[src/hw/rtl/lmdd_pkg.sv]
`timescale 1ns / 1ps
// Shared types and constants for the line model deviation detector.
package lmdd_pkg;

  localparam int CNT_W      = 5;
  localparam int DIV_STEPS  = 32;
  localparam int CFG_IDX_W  = 3;
  localparam int CFG_DATA_W = 64;

  localparam logic [CFG_IDX_W-1:0] REG_OFFSET     = 3'd0;
  localparam logic [CFG_IDX_W-1:0] REG_DIRECTION  = 3'd1;
  localparam logic [CFG_IDX_W-1:0] REG_MAX_RES    = 3'd2;
  localparam logic [CFG_IDX_W-1:0] REG_MIN_TRAVEL = 3'd3;
  localparam logic [CFG_IDX_W-1:0] REG_MAX_TRAVEL = 3'd4;

  typedef enum logic [3:0] {
    ST_IDLE,
    ST_DOT,
    ST_NRM,
    ST_DRAIN,
    ST_PREP,
    ST_DIV,
    ST_TSAT,
    ST_RES,
    ST_RDRAIN,
    ST_EVAL,
    ST_OVR,
    ST_FIN
  } state_t;

  typedef enum logic [2:0] {
    MUL_NONE,
    MUL_DOT,
    MUL_NRM,
    MUL_RES,
    MUL_OVR
  } mul_op_t;

  typedef struct packed {
    logic             load;
    mul_op_t          op;
    logic             div_prep;
    logic             div_step;
    logic             tsat;
    logic             eval;
    logic             fin;
    logic [CNT_W-1:0] cnt;
  } cmd_t;

endpackage

[src/hw/rtl/lmdd_if.sv]
`timescale 1ns / 1ps
// Channel interfaces for samples, results and configuration writes.
interface lmdd_in_if;
  logic               valid;
  logic               ready;
  logic signed [15:0] sample_a;
  logic signed [15:0] sample_b;
  logic signed [15:0] sample_c;
  logic signed [15:0] sample_d;
  modport source(output valid, output sample_a, output sample_b, output sample_c,
                 output sample_d, input ready);
  modport sink(input valid, input sample_a, input sample_b, input sample_c,
               input sample_d, output ready);
endinterface

interface lmdd_out_if;
  logic               valid;
  logic               ready;
  logic        [47:0] deviation;
  logic signed [31:0] travel;
  logic        [26:0] residual;
  logic               held;
  modport source(output valid, output deviation, output travel, output residual,
                 output held, input ready);
  modport sink(input valid, input deviation, input travel, input residual,
               input held, output ready);
endinterface

interface lmdd_cfg_if;
  logic                              valid;
  logic                              ready;
  logic [lmdd_pkg::CFG_IDX_W-1:0]    index;
  logic [lmdd_pkg::CFG_DATA_W-1:0]   data;
  modport source(output valid, output index, output data, input ready);
  modport sink(input valid, input index, input data, output ready);
endinterface

[src/hw/rtl/lmdd_ctrl.sv]
`timescale 1ns / 1ps
// Sequencer that steps the datapath through one item.
module lmdd_ctrl #(
  parameter int CHANNELS = 4
) (
  input  logic           clk,
  input  logic           rst,
  input  logic           in_valid,
  output logic           in_ready,
  input  logic           out_free,
  output lmdd_pkg::cmd_t cmd
);

  localparam logic [lmdd_pkg::CNT_W-1:0] LAST_CH  = lmdd_pkg::CNT_W'(CHANNELS - 1);
  localparam logic [lmdd_pkg::CNT_W-1:0] LAST_DIV = lmdd_pkg::CNT_W'(lmdd_pkg::DIV_STEPS - 1);

  lmdd_pkg::state_t             state;
  lmdd_pkg::state_t             state_next;
  logic [lmdd_pkg::CNT_W-1:0]   cnt;
  logic [lmdd_pkg::CNT_W-1:0]   cnt_next;

  always_ff @(posedge clk) begin
    if (rst) begin
      state <= lmdd_pkg::ST_IDLE;
      cnt   <= '0;
    end else begin
      state <= state_next;
      cnt   <= cnt_next;
    end
  end

  always_comb begin
    state_next = state;
    cnt_next   = cnt;
    in_ready   = 1'b0;
    cmd        = '0;
    cmd.op     = lmdd_pkg::MUL_NONE;
    cmd.cnt    = cnt;
    case (state)
      lmdd_pkg::ST_IDLE: begin
        in_ready = 1'b1;
        if (in_valid) begin
          cmd.load   = 1'b1;
          cnt_next   = '0;
          state_next = lmdd_pkg::ST_DOT;
        end
      end
      lmdd_pkg::ST_DOT: begin
        cmd.op = lmdd_pkg::MUL_DOT;
        if (cnt == LAST_CH) begin
          cnt_next   = '0;
          state_next = lmdd_pkg::ST_NRM;
        end else begin
          cnt_next = cnt + 1'b1;
        end
      end
      lmdd_pkg::ST_NRM: begin
        cmd.op = lmdd_pkg::MUL_NRM;
        if (cnt == LAST_CH) begin
          cnt_next   = '0;
          state_next = lmdd_pkg::ST_DRAIN;
        end else begin
          cnt_next = cnt + 1'b1;
        end
      end
      lmdd_pkg::ST_DRAIN: begin
        state_next = lmdd_pkg::ST_PREP;
      end
      lmdd_pkg::ST_PREP: begin
        cmd.div_prep = 1'b1;
        cnt_next     = '0;
        state_next   = lmdd_pkg::ST_DIV;
      end
      lmdd_pkg::ST_DIV: begin
        cmd.div_step = 1'b1;
        if (cnt == LAST_DIV) begin
          cnt_next   = '0;
          state_next = lmdd_pkg::ST_TSAT;
        end else begin
          cnt_next = cnt + 1'b1;
        end
      end
      lmdd_pkg::ST_TSAT: begin
        cmd.tsat   = 1'b1;
        cnt_next   = '0;
        state_next = lmdd_pkg::ST_RES;
      end
      lmdd_pkg::ST_RES: begin
        cmd.op = lmdd_pkg::MUL_RES;
        if (cnt == LAST_CH) begin
          cnt_next   = '0;
          state_next = lmdd_pkg::ST_RDRAIN;
        end else begin
          cnt_next = cnt + 1'b1;
        end
      end
      lmdd_pkg::ST_RDRAIN: begin
        state_next = lmdd_pkg::ST_EVAL;
      end
      lmdd_pkg::ST_EVAL: begin
        cmd.eval   = 1'b1;
        state_next = lmdd_pkg::ST_OVR;
      end
      lmdd_pkg::ST_OVR: begin
        cmd.op     = lmdd_pkg::MUL_OVR;
        state_next = lmdd_pkg::ST_FIN;
      end
      lmdd_pkg::ST_FIN: begin
        if (out_free) begin
          cmd.fin    = 1'b1;
          state_next = lmdd_pkg::ST_IDLE;
        end
      end
      default: begin
        state_next = lmdd_pkg::ST_IDLE;
      end
    endcase
  end

endmodule

[src/hw/rtl/lmdd_dp.sv]
`timescale 1ns / 1ps
// Datapath: shared multiplier, accumulators, serial divider and result register.
module lmdd_dp #(
  parameter int CHANNELS = 4
) (
  input  logic               clk,
  input  logic               rst,
  input  lmdd_pkg::cmd_t     cmd,
  input  logic signed [15:0] sample_a,
  input  logic signed [15:0] sample_b,
  input  logic signed [15:0] sample_c,
  input  logic signed [15:0] sample_d,
  input  logic        [63:0] offset_vector,
  input  logic        [63:0] direction_vector,
  input  logic        [26:0] max_residual,
  input  logic signed [31:0] min_travel,
  input  logic signed [31:0] max_travel,
  output logic               out_free,
  output logic               out_valid,
  input  logic               out_ready,
  output logic        [47:0] deviation,
  output logic signed [31:0] travel,
  output logic        [26:0] residual,
  output logic               held
);

  localparam int IDX_W = (CHANNELS > 1) ? $clog2(CHANNELS) : 1;
  localparam logic signed [31:0] T_MAX = 32'sh7FFF_FFFF;
  localparam logic signed [31:0] T_MIN = 32'sh8000_0000;

  logic signed [15:0] smp   [4];
  logic signed [15:0] off_v [CHANNELS];
  logic signed [15:0] dir_v [CHANNELS];
  logic signed [16:0] d     [CHANNELS];

  logic [IDX_W-1:0]   idx;
  logic signed [15:0] dir_sel;
  logic signed [16:0] d_sel;
  logic        [15:0] dir_mag;

  logic signed [33:0] mul_a;
  logic signed [18:0] mul_b;
  logic signed [52:0] prod;
  logic signed [52:0] p;
  logic signed [16:0] p_d;
  lmdd_pkg::mul_op_t  p_op;

  logic signed [34:0] dot;
  logic        [32:0] n2;
  logic        [17:0] n1;
  logic        [50:0] racc;

  logic        [34:0] dot_mag;
  logic               ovf_c;
  logic               neg;
  logic               zero_dir;
  logic               ovf;
  logic        [32:0] rem;
  logic        [31:0] qn;
  logic        [33:0] trial;
  logic               ge;

  logic signed [31:0] t;
  logic signed [49:0] rdiff;
  logic        [49:0] rmag;

  logic        [30:0] res_raw;
  logic        [26:0] res_sat;
  logic               eq;
  logic               in_range;
  logic               below;
  logic               above;
  logic signed [32:0] diff_lo;
  logic signed [32:0] diff_hi;

  logic        [26:0] res;
  logic        [34:0] excess;
  logic        [31:0] ovr;
  logic               use_ovr;
  logic               set;
  logic        [47:0] status_c;
  logic        [47:0] last_deviation;

  assign smp[0] = sample_a;
  assign smp[1] = sample_b;
  assign smp[2] = sample_c;
  assign smp[3] = sample_d;

  for (genvar gi = 0; gi < CHANNELS; gi++) begin : g_ch
    assign off_v[gi] = offset_vector[16*gi +: 16];
    assign dir_v[gi] = direction_vector[16*gi +: 16];
  end

  assign idx     = cmd.cnt[IDX_W-1:0];
  assign dir_sel = dir_v[idx];
  assign d_sel   = d[idx];
  assign dir_mag = dir_sel[15] ? 16'(-dir_sel) : 16'(dir_sel);

  always_comb begin
    mul_a = '0;
    mul_b = '0;
    case (cmd.op)
      lmdd_pkg::MUL_DOT: begin
        mul_a = {{17{d_sel[16]}}, d_sel};
        mul_b = {{3{dir_sel[15]}}, dir_sel};
      end
      lmdd_pkg::MUL_NRM: begin
        mul_a = {{18{dir_sel[15]}}, dir_sel};
        mul_b = {{3{dir_sel[15]}}, dir_sel};
      end
      lmdd_pkg::MUL_RES: begin
        mul_a = {{2{t[31]}}, t};
        mul_b = {{3{dir_sel[15]}}, dir_sel};
      end
      lmdd_pkg::MUL_OVR: begin
        mul_a = {2'b00, ovr};
        mul_b = {1'b0, n1};
      end
      default: begin
        mul_a = '0;
        mul_b = '0;
      end
    endcase
  end

  assign prod = mul_a * mul_b;

  assign rdiff = $signed({{5{p_d[16]}}, p_d, 28'd0}) - $signed(p[49:0]);
  assign rmag  = rdiff[49] ? 50'(-rdiff) : 50'(rdiff);

  assign dot_mag = dot[34] ? 35'(-dot) : 35'(dot);
  assign ovf_c   = {2'b00, dot_mag} >= {n2, 4'd0};
  assign trial   = {rem, qn[31]};
  assign ge      = trial >= {1'b0, n2};

  assign res_raw  = racc[50:20];
  assign res_sat  = (|res_raw[30:27]) ? '1 : res_raw[26:0];
  assign eq       = res_sat == max_residual;
  assign in_range = (t > min_travel) && (t < max_travel) && !eq;
  assign below    = (t < min_travel) && !eq;
  assign above    = (t > max_travel) && !eq;
  assign diff_lo  = {min_travel[31], min_travel} - {t[31], t};
  assign diff_hi  = {t[31], t} - {max_travel[31], max_travel};

  assign status_c = (use_ovr ? 48'(p[52:12]) : 48'd0) + 48'(excess);
  assign out_free = !out_valid || out_ready;

  always_ff @(posedge clk) begin
    if (rst) begin
      p_op           <= lmdd_pkg::MUL_NONE;
      out_valid      <= 1'b0;
      last_deviation <= '0;
    end else begin
      p_op <= cmd.op;
      if (cmd.fin) begin
        out_valid <= 1'b1;
        if (set) begin
          last_deviation <= status_c;
        end
      end else if (out_ready) begin
        out_valid <= 1'b0;
      end
    end
  end

  always_ff @(posedge clk) begin
    if (cmd.op != lmdd_pkg::MUL_NONE) begin
      p   <= prod;
      p_d <= d_sel;
    end
    if (cmd.load) begin
      for (int i = 0; i < CHANNELS; i++) begin
        d[i] <= $signed({smp[i][15], smp[i]}) - $signed({off_v[i][15], off_v[i]});
      end
      dot  <= '0;
      n2   <= '0;
      n1   <= '0;
      racc <= '0;
    end else begin
      if (cmd.op == lmdd_pkg::MUL_NRM) begin
        n1 <= n1 + 18'(dir_mag);
      end
      case (p_op)
        lmdd_pkg::MUL_DOT: dot  <= dot + $signed(p[34:0]);
        lmdd_pkg::MUL_NRM: n2   <= n2 + p[32:0];
        lmdd_pkg::MUL_RES: racc <= racc + 51'(rmag);
        default: ;
      endcase
    end
    if (cmd.div_prep) begin
      neg      <= dot[34];
      zero_dir <= n2 == '0;
      ovf      <= ovf_c;
      rem      <= 33'(dot_mag >> 4);
      qn       <= {dot_mag[3:0], 28'd0};
    end
    if (cmd.div_step) begin
      rem <= ge ? 33'(trial - {1'b0, n2}) : trial[32:0];
      qn  <= {qn[30:0], ge};
    end
    if (cmd.tsat) begin
      if (zero_dir) begin
        t <= '0;
      end else if (ovf) begin
        t <= neg ? T_MIN : T_MAX;
      end else if (neg) begin
        t <= (qn > 32'h8000_0000) ? T_MIN : $signed(-qn);
      end else begin
        t <= qn[31] ? T_MAX : $signed(qn);
      end
    end
    if (cmd.eval) begin
      res     <= res_sat;
      excess  <= (res_sat > max_residual) ? {res_sat - max_residual, 8'd0} : '0;
      ovr     <= below ? diff_lo[31:0] : diff_hi[31:0];
      use_ovr <= !in_range && (below || above);
      set     <= in_range || below || above;
    end
    if (cmd.fin) begin
      deviation <= set ? status_c : last_deviation;
      travel    <= t;
      residual  <= res;
      held      <= !set;
    end
  end

endmodule

[src/hw/rtl/line_model_deviation_detector.sv]
`timescale 1ns / 1ps
// Top level of the line model deviation detector.
//
//   channel   role    carries
//   cfg       sink    register index and 64-bit write data
//   samples   sink    four signed 16-bit channel samples
//   results   source  deviation, travel, residual, held
//
// Items are taken one at a time, with no new samples transfer until the item in
// progress is finished; the 32-step bit-serial travel divider and the single
// shared multiplier (dot product, squared norm, residual, overshoot) do the work.
// Reset clears the sequencer, the result valid flag, the kept status and all
// configuration registers. A finished result waits in the output register while
// the next samples transfer is taken; a stalled result stalls only the last step.
module line_model_deviation_detector #(
  parameter int CHANNELS = 4
) (
  input  logic        clk,
  input  logic        rst,
  lmdd_cfg_if.sink    cfg,
  lmdd_in_if.sink     samples,
  lmdd_out_if.source  results
);

  logic        [63:0] offset_vector;
  logic        [63:0] direction_vector;
  logic        [26:0] max_residual;
  logic signed [31:0] min_travel;
  logic signed [31:0] max_travel;

  lmdd_pkg::cmd_t cmd;
  logic           out_free;

  assign cfg.ready = 1'b1;

  always_ff @(posedge clk) begin
    if (rst) begin
      offset_vector    <= '0;
      direction_vector <= '0;
      max_residual     <= '0;
      min_travel       <= '0;
      max_travel       <= '0;
    end else if (cfg.valid && cfg.ready) begin
      case (cfg.index)
        lmdd_pkg::REG_OFFSET:     offset_vector    <= cfg.data;
        lmdd_pkg::REG_DIRECTION:  direction_vector <= cfg.data;
        lmdd_pkg::REG_MAX_RES:    max_residual     <= cfg.data[26:0];
        lmdd_pkg::REG_MIN_TRAVEL: min_travel       <= $signed(cfg.data[31:0]);
        lmdd_pkg::REG_MAX_TRAVEL: max_travel       <= $signed(cfg.data[31:0]);
        default: ;
      endcase
    end
  end

  lmdd_ctrl #(
    .CHANNELS(CHANNELS)
  ) u_ctrl (
    .clk      (clk),
    .rst      (rst),
    .in_valid (samples.valid),
    .in_ready (samples.ready),
    .out_free (out_free),
    .cmd      (cmd)
  );

  lmdd_dp #(
    .CHANNELS(CHANNELS)
  ) u_dp (
    .clk              (clk),
    .rst              (rst),
    .cmd              (cmd),
    .sample_a         (samples.sample_a),
    .sample_b         (samples.sample_b),
    .sample_c         (samples.sample_c),
    .sample_d         (samples.sample_d),
    .offset_vector    (offset_vector),
    .direction_vector (direction_vector),
    .max_residual     (max_residual),
    .min_travel       (min_travel),
    .max_travel       (max_travel),
    .out_free         (out_free),
    .out_valid        (results.valid),
    .out_ready        (results.ready),
    .deviation        (results.deviation),
    .travel           (results.travel),
    .residual         (results.residual),
    .held             (results.held)
  );

  a_busy_after_accept: assert property (@(posedge clk) disable iff (rst)
    samples.valid && samples.ready |=> !samples.ready)
    else $error("samples ready while an item is in progress");

  a_fin_needs_room: assert property (@(posedge clk) disable iff (rst)
    cmd.fin |-> out_free)
    else $error("result loaded while the output register is occupied");

  a_fin_gives_valid: assert property (@(posedge clk) disable iff (rst)
    cmd.fin |=> results.valid)
    else $error("finished item did not raise result valid");

  a_idle_no_multiply: assert property (@(posedge clk) disable iff (rst)
    samples.ready |-> cmd.op == lmdd_pkg::MUL_NONE)
    else $error("multiplier issued while waiting for samples");

endmodule

[src/flat_wrapper.sv]
// flat-port wrapper written by rule: the top's interface ports become plain ports
module line_model_deviation_detector_flat 
#(
  parameter int CHANNELS = 4
)
  (clk, rst, cfg_valid, cfg_index, cfg_data, cfg_ready, samples_valid, samples_sample_a, samples_sample_b, samples_sample_c, samples_sample_d, samples_ready, results_valid, results_deviation, results_travel, results_residual, results_held, results_ready);
  lmdd_cfg_if cfg_i ();
  lmdd_in_if samples_i ();
  lmdd_out_if results_i ();
  input  logic clk;
  input  logic rst;
  input wire logic [$bits(cfg_i.valid)-1:0] cfg_valid;
  input wire logic [$bits(cfg_i.index)-1:0] cfg_index;
  input wire logic [$bits(cfg_i.data)-1:0] cfg_data;
  output wire logic [$bits(cfg_i.ready)-1:0] cfg_ready;
  input wire logic [$bits(samples_i.valid)-1:0] samples_valid;
  input wire logic [$bits(samples_i.sample_a)-1:0] samples_sample_a;
  input wire logic [$bits(samples_i.sample_b)-1:0] samples_sample_b;
  input wire logic [$bits(samples_i.sample_c)-1:0] samples_sample_c;
  input wire logic [$bits(samples_i.sample_d)-1:0] samples_sample_d;
  output wire logic [$bits(samples_i.ready)-1:0] samples_ready;
  output wire logic [$bits(results_i.valid)-1:0] results_valid;
  output wire logic [$bits(results_i.deviation)-1:0] results_deviation;
  output wire logic [$bits(results_i.travel)-1:0] results_travel;
  output wire logic [$bits(results_i.residual)-1:0] results_residual;
  output wire logic [$bits(results_i.held)-1:0] results_held;
  input wire logic [$bits(results_i.ready)-1:0] results_ready;
  assign cfg_i.valid = cfg_valid;
  assign cfg_i.index = cfg_index;
  assign cfg_i.data = cfg_data;
  assign cfg_ready = cfg_i.ready;
  assign samples_i.valid = samples_valid;
  assign samples_i.sample_a = samples_sample_a;
  assign samples_i.sample_b = samples_sample_b;
  assign samples_i.sample_c = samples_sample_c;
  assign samples_i.sample_d = samples_sample_d;
  assign samples_ready = samples_i.ready;
  assign results_valid = results_i.valid;
  assign results_deviation = results_i.deviation;
  assign results_travel = results_i.travel;
  assign results_residual = results_i.residual;
  assign results_held = results_i.held;
  assign results_i.ready = results_ready;
  line_model_deviation_detector #(.CHANNELS(CHANNELS)) u_core (.clk(clk), .rst(rst), .cfg(cfg_i), .samples(samples_i), .results(results_i));
endmodule
[config.mk]
export PLATFORM = sky130hd
export DESIGN_NAME = line_model_deviation_detector_flat
export DESIGN_NICKNAME = d
export VERILOG_FILES = /design/src/hw/rtl/lmdd_pkg.sv /design/src/hw/rtl/lmdd_if.sv /design/src/hw/rtl/lmdd_ctrl.sv /design/src/hw/rtl/lmdd_dp.sv /design/src/hw/rtl/line_model_deviation_detector.sv /design/src/flat_wrapper.sv
export SDC_FILE = /design/constraint.sdc
export NUM_CORES = 2
export LEC_CHECK = 0
export BUFFER_PORTS_ARGS = -buffer_cell sky130_fd_sc_hd__buf_2
export CORE_ASPECT_RATIO = 1.1
export CORE_MARGIN = 4
export CORE_UTILIZATION = 55
export DETAILED_ROUTE_END_ITERATION = 8
export PLACE_DENSITY = 0.72
export SETUP_SLACK_MARGIN = 0.3
export SLEW_MARGIN = 20
export SYNTH_ARGS = -nofsm -noshare
export SYNTH_HDL_FRONTEND = slang
export SYNTH_SLANG_ARGS = --single-unit
[constraint.sdc]
create_clock -name clk -period 15.4 [get_ports clk]
set_input_delay 0.77 -clock clk [delete_from_list [all_inputs] [get_ports clk]]
set_output_delay 0.77 -clock clk [all_outputs]
set_load 0.01 [all_outputs]
Word level (Yosys, flattened, before mapping):

Memories as Yosys holds them, arrays and structs flattened. A register that Yosys moved wholly into a read port is not among the register bits.
Index checks and enable logic that the tools add are counted.

* $lt $le $gt $ge: 9
* shifts and indexed selects: 0
* div/mod/pow operators: 0
* bitwise operators: 1
* reductions and logical operators: 31
* $add $sub $neg: 19
* equal/unequal tests: 31
* muxes and demuxes: 49
* multipliers: 1

Operator list (count)
* $mux W32: 7
* $pmux W34 S4: 1
* $mux W33: 3
* $sub A16 B16 Y17: 4
* $gt A32 B32 Y1: 2
* $lt A32 B32 Y1: 2
* $sub A32 B32 Y32: 2
* $mul A34 B19 Y53: 1
* $add A51 B50 Y51: 1
* $mux W50: 1
* $neg A50 Y50: 1
* $sub A45 B50 Y50: 1
* $mux W16: 3
* $mux W48: 1
* $pmux W4 S12: 1
* $add A41 B35 Y42: 1
* $mux W41: 1
* $pmux W19 S2: 1
* $ge A35 B37 Y1: 1
* $add A35 B35 Y35: 1
* $mux W35: 1
* $neg A35 Y35: 1
* $ge A34 B33 Y1: 1
* $add A33 B33 Y33: 1
* other kinds (45): 101

* ROM bits: 0
* flip-flop bits (word level): 791
* logic and storage cells: 174
* output and inout bits: 111
* RAM bits: 68
* memories kept: 1
* bits in latches: 0
* bits of input ports: 136

Memories
* u_core.u_dp.d: words 4, bits a word 17, rd ports 1, clocked after Yosys merged registers in 1, wr ports 4, RTL line lmdd_dp.sv:34 `logic signed [16:0] d [CHANNELS];`

Depth between registers and ports, before layout:

* depth in word-level cells: 7
* gate-level depth with buffers: 34

Cells and area by module:

From an unflattened synthesis, not the netlist that was laid out.

* cell total of the unflattened synthesis: 8519
* area, all modules: 77182.8 µm²

Modules (own cells, without submodules)
* lmdd_dp: area an instance 67798.8 µm², instances 1, sequential area each 16816.1 µm², cells an instance 7644
* line_model_deviation_detector: area an instance 8719.6 µm², instances 1, sequential area each 4384.2 µm², cells an instance 785
* lmdd_ctrl: area an instance 664.4 µm², instances 1, sequential area each 180.2 µm², cells an instance 90

Least setup slack after synthesis:

OpenSTA, ideal clock, no wires.

* path kind: register to register
* start point: reg u_core.u_ctrl.cnt[0] (netlist bit)
* end point: reg u_core.u_dp.p[51], data pin
* setup slack: 5.952 ns
* cell stages (with the launch flop): 30
* period minus slack after synthesis: 9.448 ns
* library setup time: 0.263 ns
* arrival: 9.185 ns
* path through: dfxtp_1 > buf_1 > buf_1 > mux4_2 > a22oi_1 > clkbuf_1 > nor2_1 > fa_1 > inv_1 > fa_1 > fa_1 > inv_1 > fa_1 > fa_1 > fa_1 > inv_1 > fa_1 > inv_1 > ha_1 > a21o_1 > a21o_1 > a2111oi_0 > o41a_1 > nand3b_1 > a41oi_1 > a21oi_1 > nand3_1 > a311o_1 > a311oi_1 > xnor2_1

* word-level cells in the longest chain between the ends: 6
* elaborated cells on any way between the ends: 7
* classes of those cells: mul: 1; mux: 5; bitwise: 1

RTL lines
* start, declared: RTL line lmdd_ctrl.sv:19 `logic [lmdd_pkg::CNT_W-1:0] cnt;`
* start signal, assigned: RTL line lmdd_ctrl.sv:28 `cnt <= cnt_next;`
* $not A2 Y3 (not written as such) *: RTL line lmdd_dp.sv:95 `assign dir_sel = dir_v[idx];`
* $bmux W16 S2 *: RTL line lmdd_dp.sv:95
* $mux W16 (not written as such) * (2 in a row): RTL line lmdd_dp.sv:95
* $pmux W34 S4 or $pmux W19 S2 (tied branches): RTL line lmdd_dp.sv:102 `case (cmd.op)`
* $mul A34 B19 Y53 *: RTL line lmdd_dp.sv:126 `assign prod = mul_a * mul_b;`
* net u_core.u_dp.prod[51]: RTL line lmdd_dp.sv:43 `logic signed [52:0] prod;`
* end signal, assigned: RTL line lmdd_dp.sv:168 `p <= prod;`
* end, declared: RTL line lmdd_dp.sv:44 `logic signed [52:0] p;`

The timed path passes the listed nets; every way through them passes the cells marked *. The select of a mux whose other input is x is not followed.
A chain may end at the register's enable or synchronous reset.

Worst setup path after layout:

* start point: reg u_core.u_ctrl.state[3]
* end point: reg u_core.u_dp.p[51], data pin

* word-level cells in the longest chain between the ends: 6
* elaborated cells on any way between the ends: 13
* classes of those cells: mul: 1; eq/ne: 8; mux: 3; reduce/logical: 1

RTL lines
* start, declared: RTL line lmdd_ctrl.sv:17 `lmdd_pkg::state_t state;`
* start signal, assigned: RTL line lmdd_ctrl.sv:24 `state <= lmdd_pkg::ST_IDLE;`
* start signal, assigned: RTL line lmdd_ctrl.sv:27 `state <= state_next;`
* $eq A4 B4 Y1 (tied with other cells): RTL line lmdd_ctrl.sv:39 `case (state)`
* $pmux W3 S4 *: RTL line lmdd_ctrl.sv:39
* $eq A3 B2 Y1 or $eq A3 B1 Y1 (tied branches): RTL line lmdd_dp.sv:102
* $reduce_or A3 Y1 (no source line)
* $pmux W19 S2: RTL line lmdd_dp.sv:102
* $mul A34 B19 Y53 *: RTL line lmdd_dp.sv:126
* net u_core.u_dp.prod[51]: RTL line lmdd_dp.sv:43

The timed path passes the listed nets; every way through them passes the cells marked *.

==> key figures <==
Outcome
  • Status: finished with violations
  • Failing checks: DRC

Synthesis
  • Cell area after synthesis: roughly 0.076 mm2
  • Share of the yosys chip area belonging to registers: between 20% and 30%
  • Post-synth EDFFs: approximately 430
  • Fraction of registers with async set/reset: 0%
  • Largest family of logic cells by synthesized area: adder cells
  • Area leader, netlist: edfxtp_1
  • Seq cells post-synth: ~850
  • Main synth FF type: edfxtp_1
  • Yosys warnings: 0
  • Post-synth top area share: about 17%
  • Compound-Gate Fraction of Synth Area: between 10% and 20%
  • Post-Synth Simple-Gate Area: between 15 and 20%
  • Post-Synth Adder-Cell Area: 25.6%
  • Post-synthesis mux area share: 1.75%
  • Area contributors post-synth: edfxtp_1, fa_1, dfxtp_1, ha_1, nand2_1
  • Syn Inst Count: between 8000 and 9000
  • XOR/XNOR Fraction of Synth Area: 4.98%
  • Syn Nets: between 10000 and 15000
  • Syn_area_per_cell: a little under 9 um2
  • Unique masters post-synth: 109

Timing
  • Count of final hold-check violations: 0
  • Pins over their slew limit: 0
  • Skew final: between 80 and 90 ps
  • Period utilisation layout: roughly 72%
  • Final-report setup violation count: 0
  • Unrepaired setup endpoints after global routing: false
  • Tmin final: ~11000 ps
  • Setup TNS: 0 ps
  • Worst rel slew slack: about a quarter
  • Max Clk Rate: between 0.08 and 0.09 GHz
  • Worst-Margin Slew: 1100 ps
  • Setup slack after layout: around 4300 ps

Layout
  • Register area: 0.0214 mm2
  • Layout cells sized above 1: under 10%
  • Post-route cell area: around 0.082 mm2
  • Nets: between 10000 and 15000
  • Area Overhead vs Synth: 8.36%
  • FILL cells: roughly 12000
  • Footprint of the multi-input gates: 0.0493 mm2

Clocking
  • CTS tree: yes
  • H-tree depth: 3
  • Clock buffer depth: 3
  • CTS Sinks: 853
  • Cts bufs inserted: 96
  • Clock root buffer: clkbuf_16
  • CTS resizes: 0
  • Worst-Skew Late Latency: roughly 760 ps
  • Post-CTS repair timing setup buffer count: 0
  • Hold buffers post-CTS: 0
  • Reg clk slew, reported paths: approximately 70 ps

Setup path
  • Critical Path RT: approximately 16000 ps
  • Worst setup SP type: flop
  • R2r endpoint: u_core.u_dp.p[51]$_DFFE_PP_
  • CP Data Arrival Time: 11600 ps
  • Cell mode on critical path: fa_1
  • Worst Reg-to-Reg Cells: 32
  • Critical-path maximum fanout: 52
  • CP Class: reg2reg
  • FF-to-FF Start: u_core.u_ctrl.state[3]$_SDFFE_PP0P_
  • Crit path capture type: flop
  • Register-to-register path setup slack: between 4000 and 5000 ps
  • CP max stage delay: approximately 830 ps
  • Slowest stage cell on the critical path: nor3_1

Power and ir drop
  • Max IR drop VDD: 0.121 mV
  • Power Density: 164 mW/mm2
  • P_leak: around 36 nW

Placement
  • Gpl congestion: around 1
  • Setup WS pre-CTS: approximately 4400 ps
  • Placed Area: between 0.07 and 0.08 mm2
  • Hpwl dp: around 200 mm
  • Port Buffers: 245

Drt
  • Antenna viol nets, final: 0
  • WL final: ~250 mm
  • Initial DRC Count: just over 6000
  • Avg WL per Cell: around 23 um
  • First-pass DRT Iterations: 9
  • Drt via density: slightly above 6
  • Vias after detailed routing: 64800
  • Drt drc: 6

Hold path
  • Hold path depth: 3
  • HP Class: in2reg
  • Worst hold path startpoint: cfg_data[58]
  • WHS Endpoint: u_core.offset_vector[58]$_SDFFE_PP0P_

Run
  • Max cap viols: 0

Die
  • I/O pin cnt: approximately 250
  • Die area: around 0.14 mm2
  • Die W: around 360 um
  • Die height: 397 um
  • Row cnt: around 140
  • Core box area: ~0.14 mm2
  • Initial Util: 55.5%

Global route
  • First-pass GRT wire length: about 380 mm
  • Largest net degree at the start of global routing: 135
  • Vias in the first global route: 63100
  • Grt ovf: 0
  • Total global-route track usage: roughly 34%
  • Initial antenna violation count: 15
-- Yosys cell counts, types with 70 or more instances --
cell type,count
nand2_1,1374
inv_1,1008
nor2_1,754
a21oi_1,748
fa_1,625
ha_1,549
edfxtp_1,434
dfxtp_1,419
clkbuf_1,323
xnor2_1,291
o21ai_0,280
a21o_1,205
nor3_1,142
xor2_1,140
nand3_1,115
nand2b_1,97
and3_1,83
a31oi_1,70
-- flip-flops by register name (all words and copies together) (netlist names), 5 cells and up, named ones only --
signal / flops
u_core.u_dp.p_d: 17
u_core.u_dp.residual: 27
u_core.u_dp.t: 32
u_core.min_travel: 32
u_core.u_dp.n1: 18
u_core.u_dp.dot: 35
u_core.u_dp.ovr: 32
u_core.u_dp.deviation: 48
u_core.u_dp.racc: 51
u_core.u_dp.excess: 27
u_core.direction_vector: 64
u_core.u_dp.rem: 33
u_core.u_dp.res: 27
u_core.u_dp.last_deviation: 48
u_core.u_dp.travel: 32
u_core.max_travel: 32
u_core.u_dp.n2: 33
u_core.offset_vector: 64
u_core.u_dp.qn: 32
u_core.max_residual: 27
u_core.u_dp.d: 68
u_core.u_dp.p: 53
u_core.u_ctrl.cnt: 5
-- layout make-up --
| type | count | share of cell area [%] |
|---|---|---|
| inverters | 1009 | 4.62 |
| clock buffers | 117 | 3.15 |
| diodes | 15 | 0.0457 |
| clock inverters | 65 | 0.778 |
| well taps | 1800 | 2.74 |
| repair buffers | 359 | 2.58 |
| flip-flops and latches | 853 | 26.1 |
| multi-input cells | 6490 | 60.0 |
-- critical path: cells and delay by family, from the launching register on --
| kind | cells | cell delay [ps] |
|---|---|---|
| adder cells (fa/ha/maj) | 8 | 4100 |
| AND/OR/NAND/NOR | 8 | 2150 |
| AO/OA/AOI/OAI | 8 | 2690 |
| buffers and inverters | 7 | 1060 |
| flip-flops | 1 | 680 |
| XOR/XNOR | 1 | 110 |
-- how the worst max path moves through the flow --
stage | startpoint | to | slack [ps] | depth (start not counted)
6_report | u_core.u_ctrl.state[3]$_SDFFE_PP0P_ | u_core.u_dp.p[51]$_DFFE_PP_ | 4280 | 32
5_1_grt | u_core.u_ctrl.state[3]$_SDFFE_PP0P_ | u_core.u_dp.p[51]$_DFFE_PP_ | 3700 | 32
4_1_cts | u_core.u_ctrl.state[3]$_SDFFE_PP0P_ | u_core.u_dp.p[51]$_DFFE_PP_ | 4390 | 32
3_5_place_dp | u_core.u_ctrl.state[3]$_SDFFE_PP0P_ | u_core.u_dp.p[51]$_DFFE_PP_ | 4450 | 32
3_3_place_gp | u_core.u_ctrl.state[3]$_SDFFE_PP0P_ | u_core.u_dp.p[51]$_DFFE_PP_ | 4560 | 32
2_1_floorplan | u_core.u_ctrl.cnt[0]$_SDFFE_PP0P_ | u_core.u_dp.p[51]$_DFFE_PP_ | 5950 | 29
-- stage by stage --
| stage | total power [W] | cells | util, % | hold WS, ps |
|---|---|---|---|---|
| global route | 0.0143 | 10700 | 60.1 | 252 |
| CTS | 0.0133 | 10700 | 60.1 | 219 |
| global placement | 0.0108 | 10500 | 57.7 | 403 |
| finish | 0.0135 | 10700 | 60.1 | 258 |
| detailed placement | 0.0109 | 10500 | 57.7 | 405 |
| floorplan | 0.00862 | 8723 | - | 400 |
-- per-layer routing --
metal,vias up,share of wire [%],wire (um),global-route usage (%)
li1,29700,-,-,-
met1,31400,39,98300,44.0
met2,3018,45,114000,55.1
met3,715,9.7,24400,7.96
met4,6,5.9,14800,17.2
met5,-,0.015,37,0
-- cell usage in the layout, fill, tap and decap left out, drive strengths merged, types with 30 or more instances in the layout --
cell type	n
ha	549
xnor2	291
nor4	40
clkinv	43
clkbuf	117
buf	359
o21ai	286
inv	1021
o21a	38
xor2	140
a31oi	72
edfxtp	434
mux2i	30
and2	73
a21o	207
or3	52
and3	85
nor3	146
mux4	32
nand4	67
o31ai	36
o21bai	46
a21oi	748
nor2	754
fa	625
nand2b	97
a211oi	68
a21boi	35
nor2b	61
dfxtp	419
nand3	115
nand2	1374
-- kinds of logic after synthesis --
logic type	after synthesis
AO/OA/AOI/OAI	1819
XOR/XNOR	431
adder cells (fa/ha/maj)	1174
buffers and inverters	1380
flip-flops	853
multiplexers	89
other	1
AND/OR/NAND/NOR	2976
-- power breakdown --
group / internal, W / total, W / switching, W / leakage, nW
registers: 0.00287 / 0.00327 / 0.000405 / 7.39
logic: 0.00280 / 0.00784 / 0.00504 / 27.2
clock network: 0.00130 / 0.00236 / 0.00105 / 1.59
total: 0.00697 / 0.0135 / 0.00649 / 36.2
Power figures use the tool's default switching activity.
